`src/hdl/cma_pkg.sv`:
```
// ----------------------------------------------------------------------------
// cma_pkg
// Shared types and constants of the centered moving average block.
// ----------------------------------------------------------------------------
package cma_pkg;

   // width of the half-width configuration word
   localparam int CFG_WIDTH = 5;

   // width of the saturating record sample counter
   localparam int SEEN_WIDTH = 16;

   // commands from the record controller to the window unit
   typedef struct packed {
      logic shift;   // a new sample entered the ring, window ages by one
      logic clear;   // record finished, window becomes empty
      logic start;   // move the window onto a new target
   } win_cmd_type;

endpackage

```
`src/hdl/centered_moving_average_top.sv`:
```
// ----------------------------------------------------------------------------
// centered_moving_average_top
// Centered boxcar smoother with windows that shrink toward both record ends.
// ----------------------------------------------------------------------------
// each input word is written to the ring and checked; a word that is
//   released then moves the window one ring access at a time (two accesses
//   in the steady state) and goes through the divider; a new input word is
//   taken only once the controller is idle again; ring reads share one port
// reset: synchronous, clears half_width, the record counters and the window;
//   ring contents are left as they are and are never read before written
module centered_moving_average_top #(
   parameter int MAX_HALF_WIDTH = 16,
   parameter int SAMPLE_WIDTH   = 24
) (
   input  logic                               clock,
   input  logic                               reset,
   input  logic                               req_valid,
   output logic                               req_ready,
   input  logic signed [SAMPLE_WIDTH-1:0]     req_sample,
   input  logic                               req_last_in,
   output logic                               rsp_valid,
   input  logic                               rsp_ready,
   output logic signed [SAMPLE_WIDTH-1:0]     rsp_smoothed,
   output logic                               rsp_last_out,
   input  logic                               csr_valid,
   output logic                               csr_ready,
   input  logic [cma_pkg::CFG_WIDTH-1:0]      csr_half_width
);

   localparam int RING_DEPTH = 2 * MAX_HALF_WIDTH + 2;
   localparam int AW         = $clog2(RING_DEPTH);
   localparam int PW         = $clog2(MAX_HALF_WIDTH + 2);
   localparam int HBW        = $clog2(MAX_HALF_WIDTH + 1);
   localparam int SUMW       = SAMPLE_WIDTH + $clog2(2 * MAX_HALF_WIDTH + 2);
   localparam int SEENW      = cma_pkg::SEEN_WIDTH;

   typedef enum logic [4:0] {
      ST_IDLE  = 5'b00001,
      ST_CHECK = 5'b00010,
      ST_WIN   = 5'b00100,
      ST_DIV   = 5'b01000,
      ST_HOLD  = 5'b10000
   } state_type;

   state_type                       state_ff, state_in;
   logic [HBW-1:0]                  hcfg_ff, hcfg_in;
   logic [SEENW-1:0]                seen_ff, seen_in;
   logic [PW-1:0]                   pend_ff, pend_in;
   logic [AW-1:0]                   wr_ptr_ff, wr_ptr_in;
   logic                            flush_ff, flush_in;
   logic [HBW-1:0]                  h_ff, h_in;
   logic                            rsp_valid_ff;
   logic signed [SAMPLE_WIDTH-1:0]  rsp_smoothed_ff;
   logic                            rsp_last_ff;

   logic                            accept;
   logic                            emit;
   logic                            rsp_load;
   logic [PW-1:0]                   center;
   logic [SEENW-1:0]                left;
   logic [PW-1:0]                   hr;
   logic [HBW-1:0]                  h_sel;
   logic [AW-1:0]                   t_lo;
   logic [AW-1:0]                   t_hi;

   cma_pkg::win_cmd_type            win_cmd;
   logic                            win_done;
   logic signed [SUMW-1:0]          win_sum;
   logic                            rd_en;
   logic [AW-1:0]                   rd_addr;
   logic [SAMPLE_WIDTH-1:0]         rd_data;
   logic                            div_start;
   logic                            div_done;
   logic signed [SAMPLE_WIDTH-1:0]  div_q;

   assign req_ready = (state_ff == ST_IDLE);
   assign csr_ready = 1'b1;
   assign accept    = req_valid && req_ready;

   // config word saturates at the largest supported half-width
   always_comb begin
      hcfg_in = hcfg_ff;
      if (csr_valid) begin
         if (32'(csr_half_width) > MAX_HALF_WIDTH) begin
            hcfg_in = HBW'(MAX_HALF_WIDTH);
         end else begin
            hcfg_in = HBW'(csr_half_width);
         end
      end
   end

   // window of the oldest pending output: h = min(left, right, half_width)
   always_comb begin
      emit   = flush_ff ? (pend_ff != '0) : (pend_ff > PW'(hcfg_ff));
      center = pend_ff - 1'b1;
      left   = seen_ff - SEENW'(pend_ff);
      hr     = (left < SEENW'(center)) ? PW'(left) : center;
      h_sel  = (hr > PW'(hcfg_ff)) ? hcfg_ff : HBW'(hr);
      t_lo   = AW'(center) - AW'(h_sel);
      t_hi   = AW'(center) + AW'(h_sel);
   end

   always_comb begin
      state_in  = state_ff;
      seen_in   = seen_ff;
      pend_in   = pend_ff;
      wr_ptr_in = wr_ptr_ff;
      flush_in  = flush_ff;
      h_in      = h_ff;
      win_cmd   = '0;
      div_start = 1'b0;
      rsp_load  = 1'b0;
      unique case (state_ff)
         ST_IDLE: begin
            if (accept) begin
               wr_ptr_in = (wr_ptr_ff == AW'(RING_DEPTH - 1)) ? '0 : wr_ptr_ff + 1'b1;
               if (seen_ff != '1) begin
                  seen_in = seen_ff + 1'b1;
               end
               pend_in       = pend_ff + 1'b1;
               flush_in      = req_last_in;
               win_cmd.shift = 1'b1;
               state_in      = ST_CHECK;
            end
         end
         ST_CHECK: begin
            if (emit) begin
               win_cmd.start = 1'b1;
               h_in          = h_sel;
               state_in      = ST_WIN;
            end else begin
               if (flush_ff) begin
                  seen_in       = '0;
                  flush_in      = 1'b0;
                  win_cmd.clear = 1'b1;
               end
               state_in = ST_IDLE;
            end
         end
         ST_WIN: begin
            if (win_done) begin
               div_start = 1'b1;
               state_in  = ST_DIV;
            end
         end
         ST_DIV: begin
            if (div_done) begin
               state_in = ST_HOLD;
            end
         end
         ST_HOLD: begin
            // output register free or emptying this cycle
            if (!rsp_valid_ff || rsp_ready) begin
               rsp_load = 1'b1;
               pend_in  = pend_ff - 1'b1;
               state_in = ST_CHECK;
            end
         end
         default: state_in = ST_IDLE;
      endcase
   end

   always_ff @(posedge clock) begin
      if (reset) begin
         state_ff     <= ST_IDLE;
         hcfg_ff      <= '0;
         seen_ff      <= '0;
         pend_ff      <= '0;
         wr_ptr_ff    <= '0;
         flush_ff     <= 1'b0;
         rsp_valid_ff <= 1'b0;
      end else begin
         state_ff  <= state_in;
         hcfg_ff   <= hcfg_in;
         seen_ff   <= seen_in;
         pend_ff   <= pend_in;
         wr_ptr_ff <= wr_ptr_in;
         flush_ff  <= flush_in;
         if (rsp_load) begin
            rsp_valid_ff <= 1'b1;
         end else if (rsp_ready) begin
            rsp_valid_ff <= 1'b0;
         end
      end
   end

   always_ff @(posedge clock) begin
      h_ff <= h_in;
      if (rsp_load) begin
         rsp_smoothed_ff <= div_q;
         rsp_last_ff     <= flush_ff && (pend_ff == PW'(1));
      end
   end

   assign rsp_valid    = rsp_valid_ff;
   assign rsp_smoothed = rsp_smoothed_ff;
   assign rsp_last_out = rsp_last_ff;

   cma_ram #(
      .WIDTH (SAMPLE_WIDTH),
      .DEPTH (RING_DEPTH)
   ) u_ring (
      .clock   (clock),
      .wr_en   (accept),
      .wr_addr (wr_ptr_ff),
      .wr_data (req_sample),
      .rd_en   (rd_en),
      .rd_addr (rd_addr),
      .rd_data (rd_data)
   );

   cma_window #(
      .SAMPLE_WIDTH   (SAMPLE_WIDTH),
      .MAX_HALF_WIDTH (MAX_HALF_WIDTH)
   ) u_window (
      .clock   (clock),
      .reset   (reset),
      .cmd     (win_cmd),
      .t_lo    (t_lo),
      .t_hi    (t_hi),
      .wr_ptr  (wr_ptr_ff),
      .rd_en   (rd_en),
      .rd_addr (rd_addr),
      .rd_data (rd_data),
      .done    (win_done),
      .sum     (win_sum)
   );

   cma_div #(
      .SAMPLE_WIDTH   (SAMPLE_WIDTH),
      .MAX_HALF_WIDTH (MAX_HALF_WIDTH)
   ) u_div (
      .clock (clock),
      .reset (reset),
      .start (div_start),
      .sum   (win_sum),
      .h     (h_ff),
      .done  (div_done),
      .quot  (div_q)
   );

endmodule

```
`src/hdl/cma_ram.sv`:
```
// ----------------------------------------------------------------------------
// cma_ram
// Generic single write port, single read port RAM with registered read data.
// ----------------------------------------------------------------------------
module cma_ram #(
   parameter int WIDTH = 24,
   parameter int DEPTH = 34
) (
   input  logic                     clock,
   input  logic                     wr_en,
   input  logic [$clog2(DEPTH)-1:0] wr_addr,
   input  logic [WIDTH-1:0]         wr_data,
   input  logic                     rd_en,
   input  logic [$clog2(DEPTH)-1:0] rd_addr,
   output logic [WIDTH-1:0]         rd_data
);

   logic [WIDTH-1:0] mem_ff [DEPTH];
   logic [WIDTH-1:0] rd_data_ff;

   always_ff @(posedge clock) begin
      if (wr_en) begin
         mem_ff[wr_addr] <= wr_data;
      end
      if (rd_en) begin
         rd_data_ff <= mem_ff[rd_addr];
      end
   end

   assign rd_data = rd_data_ff;

endmodule

```
`src/hdl/cma_window.sv`:
```
// ----------------------------------------------------------------------------
// cma_window
// Running window sum over the sample ring. The window is kept as a pair of
// offsets back from the newest sample and moved onto a target one ring
// access at a time, adding entries that come in and subtracting entries
// that leave.
// ----------------------------------------------------------------------------
module cma_window #(
   parameter int SAMPLE_WIDTH   = 24,
   parameter int MAX_HALF_WIDTH = 16,
   localparam int RING_DEPTH    = 2 * MAX_HALF_WIDTH + 2,
   localparam int AW            = $clog2(RING_DEPTH),
   localparam int SUMW          = SAMPLE_WIDTH + $clog2(2 * MAX_HALF_WIDTH + 2)
) (
   input  logic                          clock,
   input  logic                          reset,
   input  cma_pkg::win_cmd_type          cmd,
   input  logic [AW-1:0]                 t_lo,
   input  logic [AW-1:0]                 t_hi,
   input  logic [AW-1:0]                 wr_ptr,
   output logic                          rd_en,
   output logic [AW-1:0]                 rd_addr,
   input  logic [SAMPLE_WIDTH-1:0]       rd_data,
   output logic                          done,
   output logic signed [SUMW-1:0]        sum
);

   logic                   busy_ff, busy_in;
   logic                   empty_ff, empty_in;
   logic [AW-1:0]          lo_ff, lo_in;
   logic [AW-1:0]          hi_ff, hi_in;
   logic [AW-1:0]          t_lo_ff;
   logic [AW-1:0]          t_hi_ff;
   logic                   op_vld_ff;
   logic                   op_sub_ff;
   logic signed [SUMW-1:0] sum_ff, sum_in;

   logic                   issue;
   logic                   op_sub;
   logic [AW-1:0]          back;
   logic [AW:0]            addr_raw;
   logic signed [SUMW-1:0] ext;

   // pick the next ring access: grow toward the target first, then trim
   always_comb begin
      issue    = 1'b0;
      op_sub   = 1'b0;
      back     = lo_ff;
      lo_in    = lo_ff;
      hi_in    = hi_ff;
      empty_in = empty_ff;
      busy_in  = busy_ff;
      if (busy_ff) begin
         if (empty_ff) begin
            issue    = 1'b1;
            back     = t_lo_ff;
            lo_in    = t_lo_ff;
            hi_in    = t_lo_ff;
            empty_in = 1'b0;
         end else if (t_lo_ff < lo_ff) begin
            issue = 1'b1;
            back  = lo_ff - 1'b1;
            lo_in = lo_ff - 1'b1;
         end else if (t_hi_ff > hi_ff) begin
            issue = 1'b1;
            back  = hi_ff + 1'b1;
            hi_in = hi_ff + 1'b1;
         end else if (lo_ff < t_lo_ff) begin
            issue  = 1'b1;
            op_sub = 1'b1;
            back   = lo_ff;
            lo_in  = lo_ff + 1'b1;
         end else if (hi_ff > t_hi_ff) begin
            issue  = 1'b1;
            op_sub = 1'b1;
            back   = hi_ff;
            hi_in  = hi_ff - 1'b1;
         end
         if (!issue && !op_vld_ff) begin
            busy_in = 1'b0;
         end
      end else begin
         if (cmd.shift && !empty_ff) begin
            lo_in = lo_ff + 1'b1;
            hi_in = hi_ff + 1'b1;
         end
         if (cmd.clear) begin
            empty_in = 1'b1;
         end
         if (cmd.start) begin
            busy_in = 1'b1;
         end
      end
   end

   // offset back from the newest sample to ring address
   always_comb begin
      addr_raw = {1'b0, wr_ptr} + (AW+1)'(RING_DEPTH - 1) - {1'b0, back};
      if (addr_raw >= (AW+1)'(RING_DEPTH)) begin
         rd_addr = AW'(addr_raw - (AW+1)'(RING_DEPTH));
      end else begin
         rd_addr = AW'(addr_raw);
      end
   end

   assign rd_en = issue;
   assign ext   = {{(SUMW-SAMPLE_WIDTH){rd_data[SAMPLE_WIDTH-1]}}, rd_data};

   always_comb begin
      sum_in = sum_ff;
      if (cmd.clear) begin
         sum_in = '0;
      end else if (op_vld_ff) begin
         if (op_sub_ff) begin
            sum_in = sum_ff - ext;
         end else begin
            sum_in = sum_ff + ext;
         end
      end
   end

   always_ff @(posedge clock) begin
      if (reset) begin
         busy_ff   <= 1'b0;
         empty_ff  <= 1'b1;
         op_vld_ff <= 1'b0;
         sum_ff    <= '0;
      end else begin
         busy_ff   <= busy_in;
         empty_ff  <= empty_in;
         op_vld_ff <= issue;
         sum_ff    <= sum_in;
      end
   end

   always_ff @(posedge clock) begin
      lo_ff     <= lo_in;
      hi_ff     <= hi_in;
      op_sub_ff <= op_sub;
      if (cmd.start) begin
         t_lo_ff <= t_lo;
         t_hi_ff <= t_hi;
      end
   end

   assign done = busy_ff && !issue && !op_vld_ff;
   assign sum  = sum_ff;

endmodule

```
`src/hdl/cma_div.sv`:
```
// ----------------------------------------------------------------------------
// cma_div
// Rounded division of the window sum by the odd count 2h+1. The magnitude
// plus h is multiplied by a truncated reciprocal in two partial products,
// the estimate is at most one low and is fixed by one compare.
// ----------------------------------------------------------------------------
module cma_div #(
   parameter int SAMPLE_WIDTH   = 24,
   parameter int MAX_HALF_WIDTH = 16,
   localparam int HBW           = $clog2(MAX_HALF_WIDTH + 1),
   localparam int SUMW          = SAMPLE_WIDTH + $clog2(2 * MAX_HALF_WIDTH + 2)
) (
   input  logic                           clock,
   input  logic                           reset,
   input  logic                           start,
   input  logic signed [SUMW-1:0]         sum,
   input  logic [HBW-1:0]                 h,
   output logic                           done,
   output logic signed [SAMPLE_WIDTH-1:0] quot
);

   localparam int SW   = SAMPLE_WIDTH;
   localparam int CNTW = $clog2(2 * MAX_HALF_WIDTH + 2);
   localparam int NW   = SW - 1 + $clog2(2 * MAX_HALF_WIDTH + 1);
   localparam int K    = NW;
   localparam int RW   = K + 1;
   localparam int LOW  = (NW + 1) / 2;
   localparam int HIW  = NW - LOW;
   localparam int PRW  = NW + RW;
   localparam int DW   = NW + 1;

   typedef enum logic [4:0] {
      DV_IDLE = 5'b00001,
      DV_MLO  = 5'b00010,
      DV_MHI  = 5'b00100,
      DV_BACK = 5'b01000,
      DV_FIX  = 5'b10000
   } step_type;

   logic [RW-1:0] recip_tab [MAX_HALF_WIDTH+1];

   for (genvar gi = 0; gi <= MAX_HALF_WIDTH; gi++) begin : g_recip
      localparam logic [RW-1:0] RV = RW'((64'd1 << K) / (2 * gi + 1));
      assign recip_tab[gi] = RV;
   end

   step_type            step_ff, step_in;
   logic                done_ff;
   logic                neg_ff;
   logic [NW-1:0]       num_ff;
   logic [CNTW-1:0]     cnt_ff;
   logic [RW-1:0]       recip_ff;
   logic [LOW+RW-1:0]   plo_ff;
   logic [SW-1:0]       qest_ff;
   logic [SW+CNTW-1:0]  qc_ff;
   logic [SW-1:0]       quot_ff;

   logic [SUMW-1:0]     mag;
   logic [HIW+RW-1:0]   phi;
   logic [PRW-1:0]      prod;
   logic [DW-1:0]       rem;
   logic [SW-1:0]       qfix;

   assign mag  = sum[SUMW-1] ? -sum : sum;
   assign phi  = num_ff[NW-1:LOW] * recip_ff;
   assign prod = (PRW'(phi) << LOW) + PRW'(plo_ff);
   assign rem  = DW'(num_ff) - DW'(qc_ff);
   assign qfix = qest_ff + SW'(rem >= DW'(cnt_ff));

   always_comb begin
      step_in = step_ff;
      unique case (step_ff)
         DV_IDLE: if (start) step_in = DV_MLO;
         DV_MLO:  step_in = DV_MHI;
         DV_MHI:  step_in = DV_BACK;
         DV_BACK: step_in = DV_FIX;
         DV_FIX:  step_in = DV_IDLE;
         default: step_in = DV_IDLE;
      endcase
   end

   always_ff @(posedge clock) begin
      if (reset) begin
         step_ff <= DV_IDLE;
         done_ff <= 1'b0;
      end else begin
         step_ff <= step_in;
         done_ff <= (step_ff == DV_FIX);
      end
   end

   always_ff @(posedge clock) begin
      if (step_ff == DV_IDLE && start) begin
         neg_ff   <= sum[SUMW-1];
         num_ff   <= NW'(mag) + NW'(h);
         cnt_ff   <= (CNTW'(h) << 1) | CNTW'(1);
         recip_ff <= recip_tab[h];
      end
      if (step_ff == DV_MLO) begin
         plo_ff <= num_ff[LOW-1:0] * recip_ff;
      end
      if (step_ff == DV_MHI) begin
         qest_ff <= prod[K +: SW];
      end
      if (step_ff == DV_BACK) begin
         qc_ff <= qest_ff * cnt_ff;
      end
      if (step_ff == DV_FIX) begin
         quot_ff <= neg_ff ? -qfix : qfix;
      end
   end

   assign done = done_ff;
   assign quot = quot_ff;

endmodule

```
`config.mk`:
```
export PLATFORM = sky130hd
export DESIGN_NAME = centered_moving_average_top
export DESIGN_NICKNAME = d
export VERILOG_FILES = /design/src/hdl/cma_pkg.sv /design/src/hdl/centered_moving_average_top.sv /design/src/hdl/cma_ram.sv /design/src/hdl/cma_window.sv /design/src/hdl/cma_div.sv
export SDC_FILE = /design/constraint.sdc
export NUM_CORES = 2
export LEC_CHECK = 0
export CELL_PAD_IN_SITES_DETAIL_PLACEMENT = 1
export CELL_PAD_IN_SITES_GLOBAL_PLACEMENT = 1
export CORE_MARGIN = 4
export CORE_UTILIZATION = 40
export DETAILED_ROUTE_END_ITERATION = 10
export DONT_BUFFER_PORTS = 1
export HOLD_SLACK_MARGIN = 0.03
export PLACE_DENSITY_LB_ADDON = 0.1
export SLEW_MARGIN = 25
export SYNTH_ARGS = -nofsm -noshare
export SYNTH_HDL_FRONTEND = slang
export SYNTH_SLANG_ARGS = --single-unit
```
`constraint.sdc`:
```
create_clock -name clock -period 13.85 [get_ports clock]
set_input_delay 1.385 -clock clock [delete_from_list [all_inputs] [get_ports clock]]
set_output_delay 1.385 -clock clock [all_outputs]
set_load 0.05 [all_outputs]
```
==> flow_metrics.env <==
export IMPL_worst_slack_ns=4.81
export IMPL_cts_htree_levels=4
export IMPL_synthTopCellsByArea="sky130_fd_sc_hd__edfxtp_1 39%, sky130_fd_sc_hd__fa_1 19%, sky130_fd_sc_hd__ha_1 6.3%, sky130_fd_sc_hd__mux4_2 5.2%, sky130_fd_sc_hd__nand2_1 3.8%"
export IMPL_yosys_register_bits=1144
export IMPL_holdCritPathClass="reg -> reg"
export IMPL_row_count=165
export IMPL_drtAntennaViolNets=0
export IMPL_setup_reg_to_reg_worst_slack_ns=4.81
export IMPL_crit_path_max_fanout=17
export IMPL_floorplan_die_width_um=460
export IMPL_crit_path_end_kind="register"
export IMPL_vdd_drop_max_mv=0.226
export IMPL_yosys_warnings=0
export IMPL_ctsRootBufferMaster="sky130_fd_sc_hd__clkbuf_16"
export IMPL_syn_cell_area_um2=81600
export IMPL_count_of_clock_tree_sinks=1144
export IMPL_cp_common_cell="sky130_fd_sc_hd__fa_1"
export IMPL_r2r_end="u_div.qest_ff[22]"
export IMPL_highest_layer="met4"
export IMPL_cellPowerDensity_nw_per_um2=106
export IMPL_worstSetupPathType="reg -> reg"
export IMPL_synth_top_cell_area_share_pct=39.2
export IMPL_slew_worst_pin_ns=1.01
export IMPL_ff2ff_path_depth=30
export IMPL_stdcell_area_um2=89300
export IMPL_synth_cells=6936
export IMPL_layout_worst_path_cycle_share_pct=65.3
export IMPL_setup_viol_count_final=0
export IMPL_cts_root_to_sink_buffers=3
export IMPL_fin_setup_tns_ns=0
export IMPL_grt_residual_overflow=0
export IMPL_worstSkewPairLatency_ns=0.78
export IMPL_first_global_vias=58096
export IMPL_rsz0062_at_grt="no"
export IMPL_synthesis_area_per_instance_um2=11.8
export IMPL_async_reset_ff_share_pct=0
export IMPL_detail_route_wirelength_mm=241
export IMPL_status="completed"
export IMPL_timing_critical_path_arrival_ns=9.52
export IMPL_detailed_place_area_um2=85100
export IMPL_die_height_um=460
export IMPL_synth_net_count=8135
export IMPL_design_die_area_um2=211000
export IMPL_grt_start_max_net_pins=99
export IMPL_ys_types=95
export IMPL_slew_viol_final=0
export IMPL_gp_congestion=0.851
export IMPL_cts_repair_resize_count=0
export IMPL_skew_ns=0.0408
export IMPL_initial_core_util_pct=40.3
export IMPL_cts_hold_fix_buffers=0
export IMPL_max_slew_margin_rel_pct=32.2
export IMPL_power_leakage_nw=35.1
export IMPL_worst_path_largest_cell_delay_ns=0.81
export IMPL_final_layout_size_suffix_gt1_share_pct=8.77
export IMPL_drt_pre_antenna_iters=5
export IMPL_grt_pass1_wl_mm=371
export IMPL_yosysSeqAreaShare_pct=41.1
export IMPL_antenna_violations_before_repair=2
export IMPL_detailedRoute_firstIterationViolations=3343
export IMPL_finalHoldViolations=0
export IMPL_pre_cts_slack_ns=4.81
export IMPL_critical_path_required_ns=14.32
export IMPL_core_um2=203000
export IMPL_startpoint_of_the_worst_setup_timing_path="u_div.recip_ff[7]"
export IMPL_track_usage_pct=23.2
export IMPL_cts_buffers_inserted=130
export IMPL_achievable_frequency_mhz=111
export IMPL_critPathLaunchType="register"
export IMPL_cts_tree="built"
export IMPL_dp_hpwl_mm=171
export IMPL_timing_final_crit_period_ns=9.04
export IMPL_flow_area_growth_from_synthesis_pct=9.49
export IMPL_setup_worst_path_end="u_div.qest_ff[22]"
export IMPL_met3RoutedLength_mm=8.86
export IMPL_biggest_area_consumer_among_synthesized_cells="sky130_fd_sc_hd__edfxtp_1"
export IMPL_post_synth_most_frequent_cells="1065 x sky130_fd_sc_hd__edfxtp_1, 833 x sky130_fd_sc_hd__nand2_1, 809 x sky130_fd_sc_hd__inv_1, 754 x sky130_fd_sc_hd__fa_1, 410 x sky130_fd_sc_hd__ha_1"
export IMPL_number_of_synthesized_flops_with_an_enable_pin=1065
export IMPL_post_synth_top_count_cell="sky130_fd_sc_hd__edfxtp_1"
export IMPL_drv_cap=0
export IMPL_cpMaxStageDelayCell="sky130_fd_sc_hd__edfxtp_1"
export IMPL_met1_length_mm=107
export IMPL_design_portCount=63
export IMPL_clkSlewWorstSetupHoldPaths_ns=0.07
export IMPL_vias_per_cell=5.46
export IMPL_detailroute_wirelength_met2_mm=120
export IMPL_post_cts_buffers=0
export IMPL_drcViolationCount=0
export IMPL_synth_flop_type="sky130_fd_sc_hd__edfxtp_1"
export IMPL_place_port_buffers=0
export IMPL_dr_vias=52627
export IMPL_finalNetCount=8051
export IMPL_reg2reg_launch_point="u_div.recip_ff[7]"
export IMPL_hold_slack_ns=0.418
export IMPL_wl_per_cell_um=25.1
## placed cells by master (no fill, tap or decap), types with 66 or more instances in the layout
cell type                   instances
sky130_fd_sc_hd__edfxtp_1        1065
sky130_fd_sc_hd__xnor2_1          221
sky130_fd_sc_hd__ha_1             409
sky130_fd_sc_hd__mux2i_1           66
sky130_fd_sc_hd__a21oi_1          221
sky130_fd_sc_hd__a21o_1            80
sky130_fd_sc_hd__o21ai_0          157
sky130_fd_sc_hd__mux4_2           190
sky130_fd_sc_hd__clkbuf_16        133
sky130_fd_sc_hd__nand2_1          833
sky130_fd_sc_hd__dfxtp_1           78
sky130_fd_sc_hd__nor2_1           265
sky130_fd_sc_hd__and2_1           401
sky130_fd_sc_hd__nand3_1           77
sky130_fd_sc_hd__inv_1            808
sky130_fd_sc_hd__fa_1             754
sky130_fd_sc_hd__xor2_1           103
sky130_fd_sc_hd__buf_4            121
## sequential cells by signal (all words and copies together) (netlist names), 16 cells and up
register,cells
u_div.recip_ff,29
u_ring.rd_data,24
u_div.plo_ff,30
u_div.quot,24
seen_ff,16
u_window.sum,30
u_div.num_ff,29
u_div.qest_ff,24
rsp_smoothed,24
u_div.qc_ff,30
u_ring.mem_ff,816
## critical path, delay by kind of cell (launching register included)
kind                       cells  cell delay, ns
adders and majority gates      8            3.82
and+or+nand+nor                8            1.41
AOI/OAI and AO/OA              8            1.84
buffers and inverters          4            0.48
DFF                            1            0.81
xor gates and xnor gates       2            0.34
## layer usage
metal  track usage, %  up-vias
met1             31.1    27904
met4             5.54        0
met3             2.84      256
li1                 -    23598
met5                0        -
met2             40.2      869
## metrics by stage
stage | instances | power, W | utilization, %
final | 9632 | 0.00943 | 44.1
after global routing | 9628 | 0.00989 | 44.1
after CTS | 9627 | 0.00957 | 44.1
after detailed placement | 9391 | 0.00611 | 42.0
after global placement | 9380 | 0.00608 | 41.9
after floorplan | 6936 | 0.00542 | -
## how the worst min path moves through the flow
stage,endpoint,start,cells past startpoint
final,rsp_smoothed[0],u_div.quot[0],0
after global routing,rsp_smoothed[2],u_div.quot[2],0
after CTS,rsp_smoothed[21],u_div.quot[21],0
after detailed placement,rsp_smoothed[0],u_div.quot[0],0
after global placement,rsp_smoothed[1],u_div.quot[1],0
after floorplan,rsp_smoothed[0],u_div.quot[0],0
## area by class of cell
cell class / instances / area [um2]
Tap cell: 2672 / 3340
Timing Repair Buffer: 136 / 1210
Clock buffer: 166 / 3460
Antenna cell: 4 / 10.0
Sequential cell: 1144 / 33600
Clock inverter: 70 / 753
Multi-Input combinational cell: 4631 / 43900
Fill cell: 21284 / 113000
Inverter: 809 / 3040
## cell families (layout without fill, tap and decap cells)
logic type	count (synthesis)	count (layout)	synth area share (%)
buffers and inverters	1161	1181	5.42
xor gates and xnor gates	324	324	3.48
muxes	267	267	6.21
AOI/OAI and AO/OA	855	855	6.90
DFF	1144	1144	41.1
adders and majority gates	1164	1164	24.8
other	1	5	0.00460
and+or+nand+nor	2020	2020	12.0
## report_power, final
group          internal [W]  switching (W)
Combinational      0.000866        0.00124
Sequential          0.00387      0.0000379
Clock               0.00193        0.00149
(Power assumes the default switching activity.)
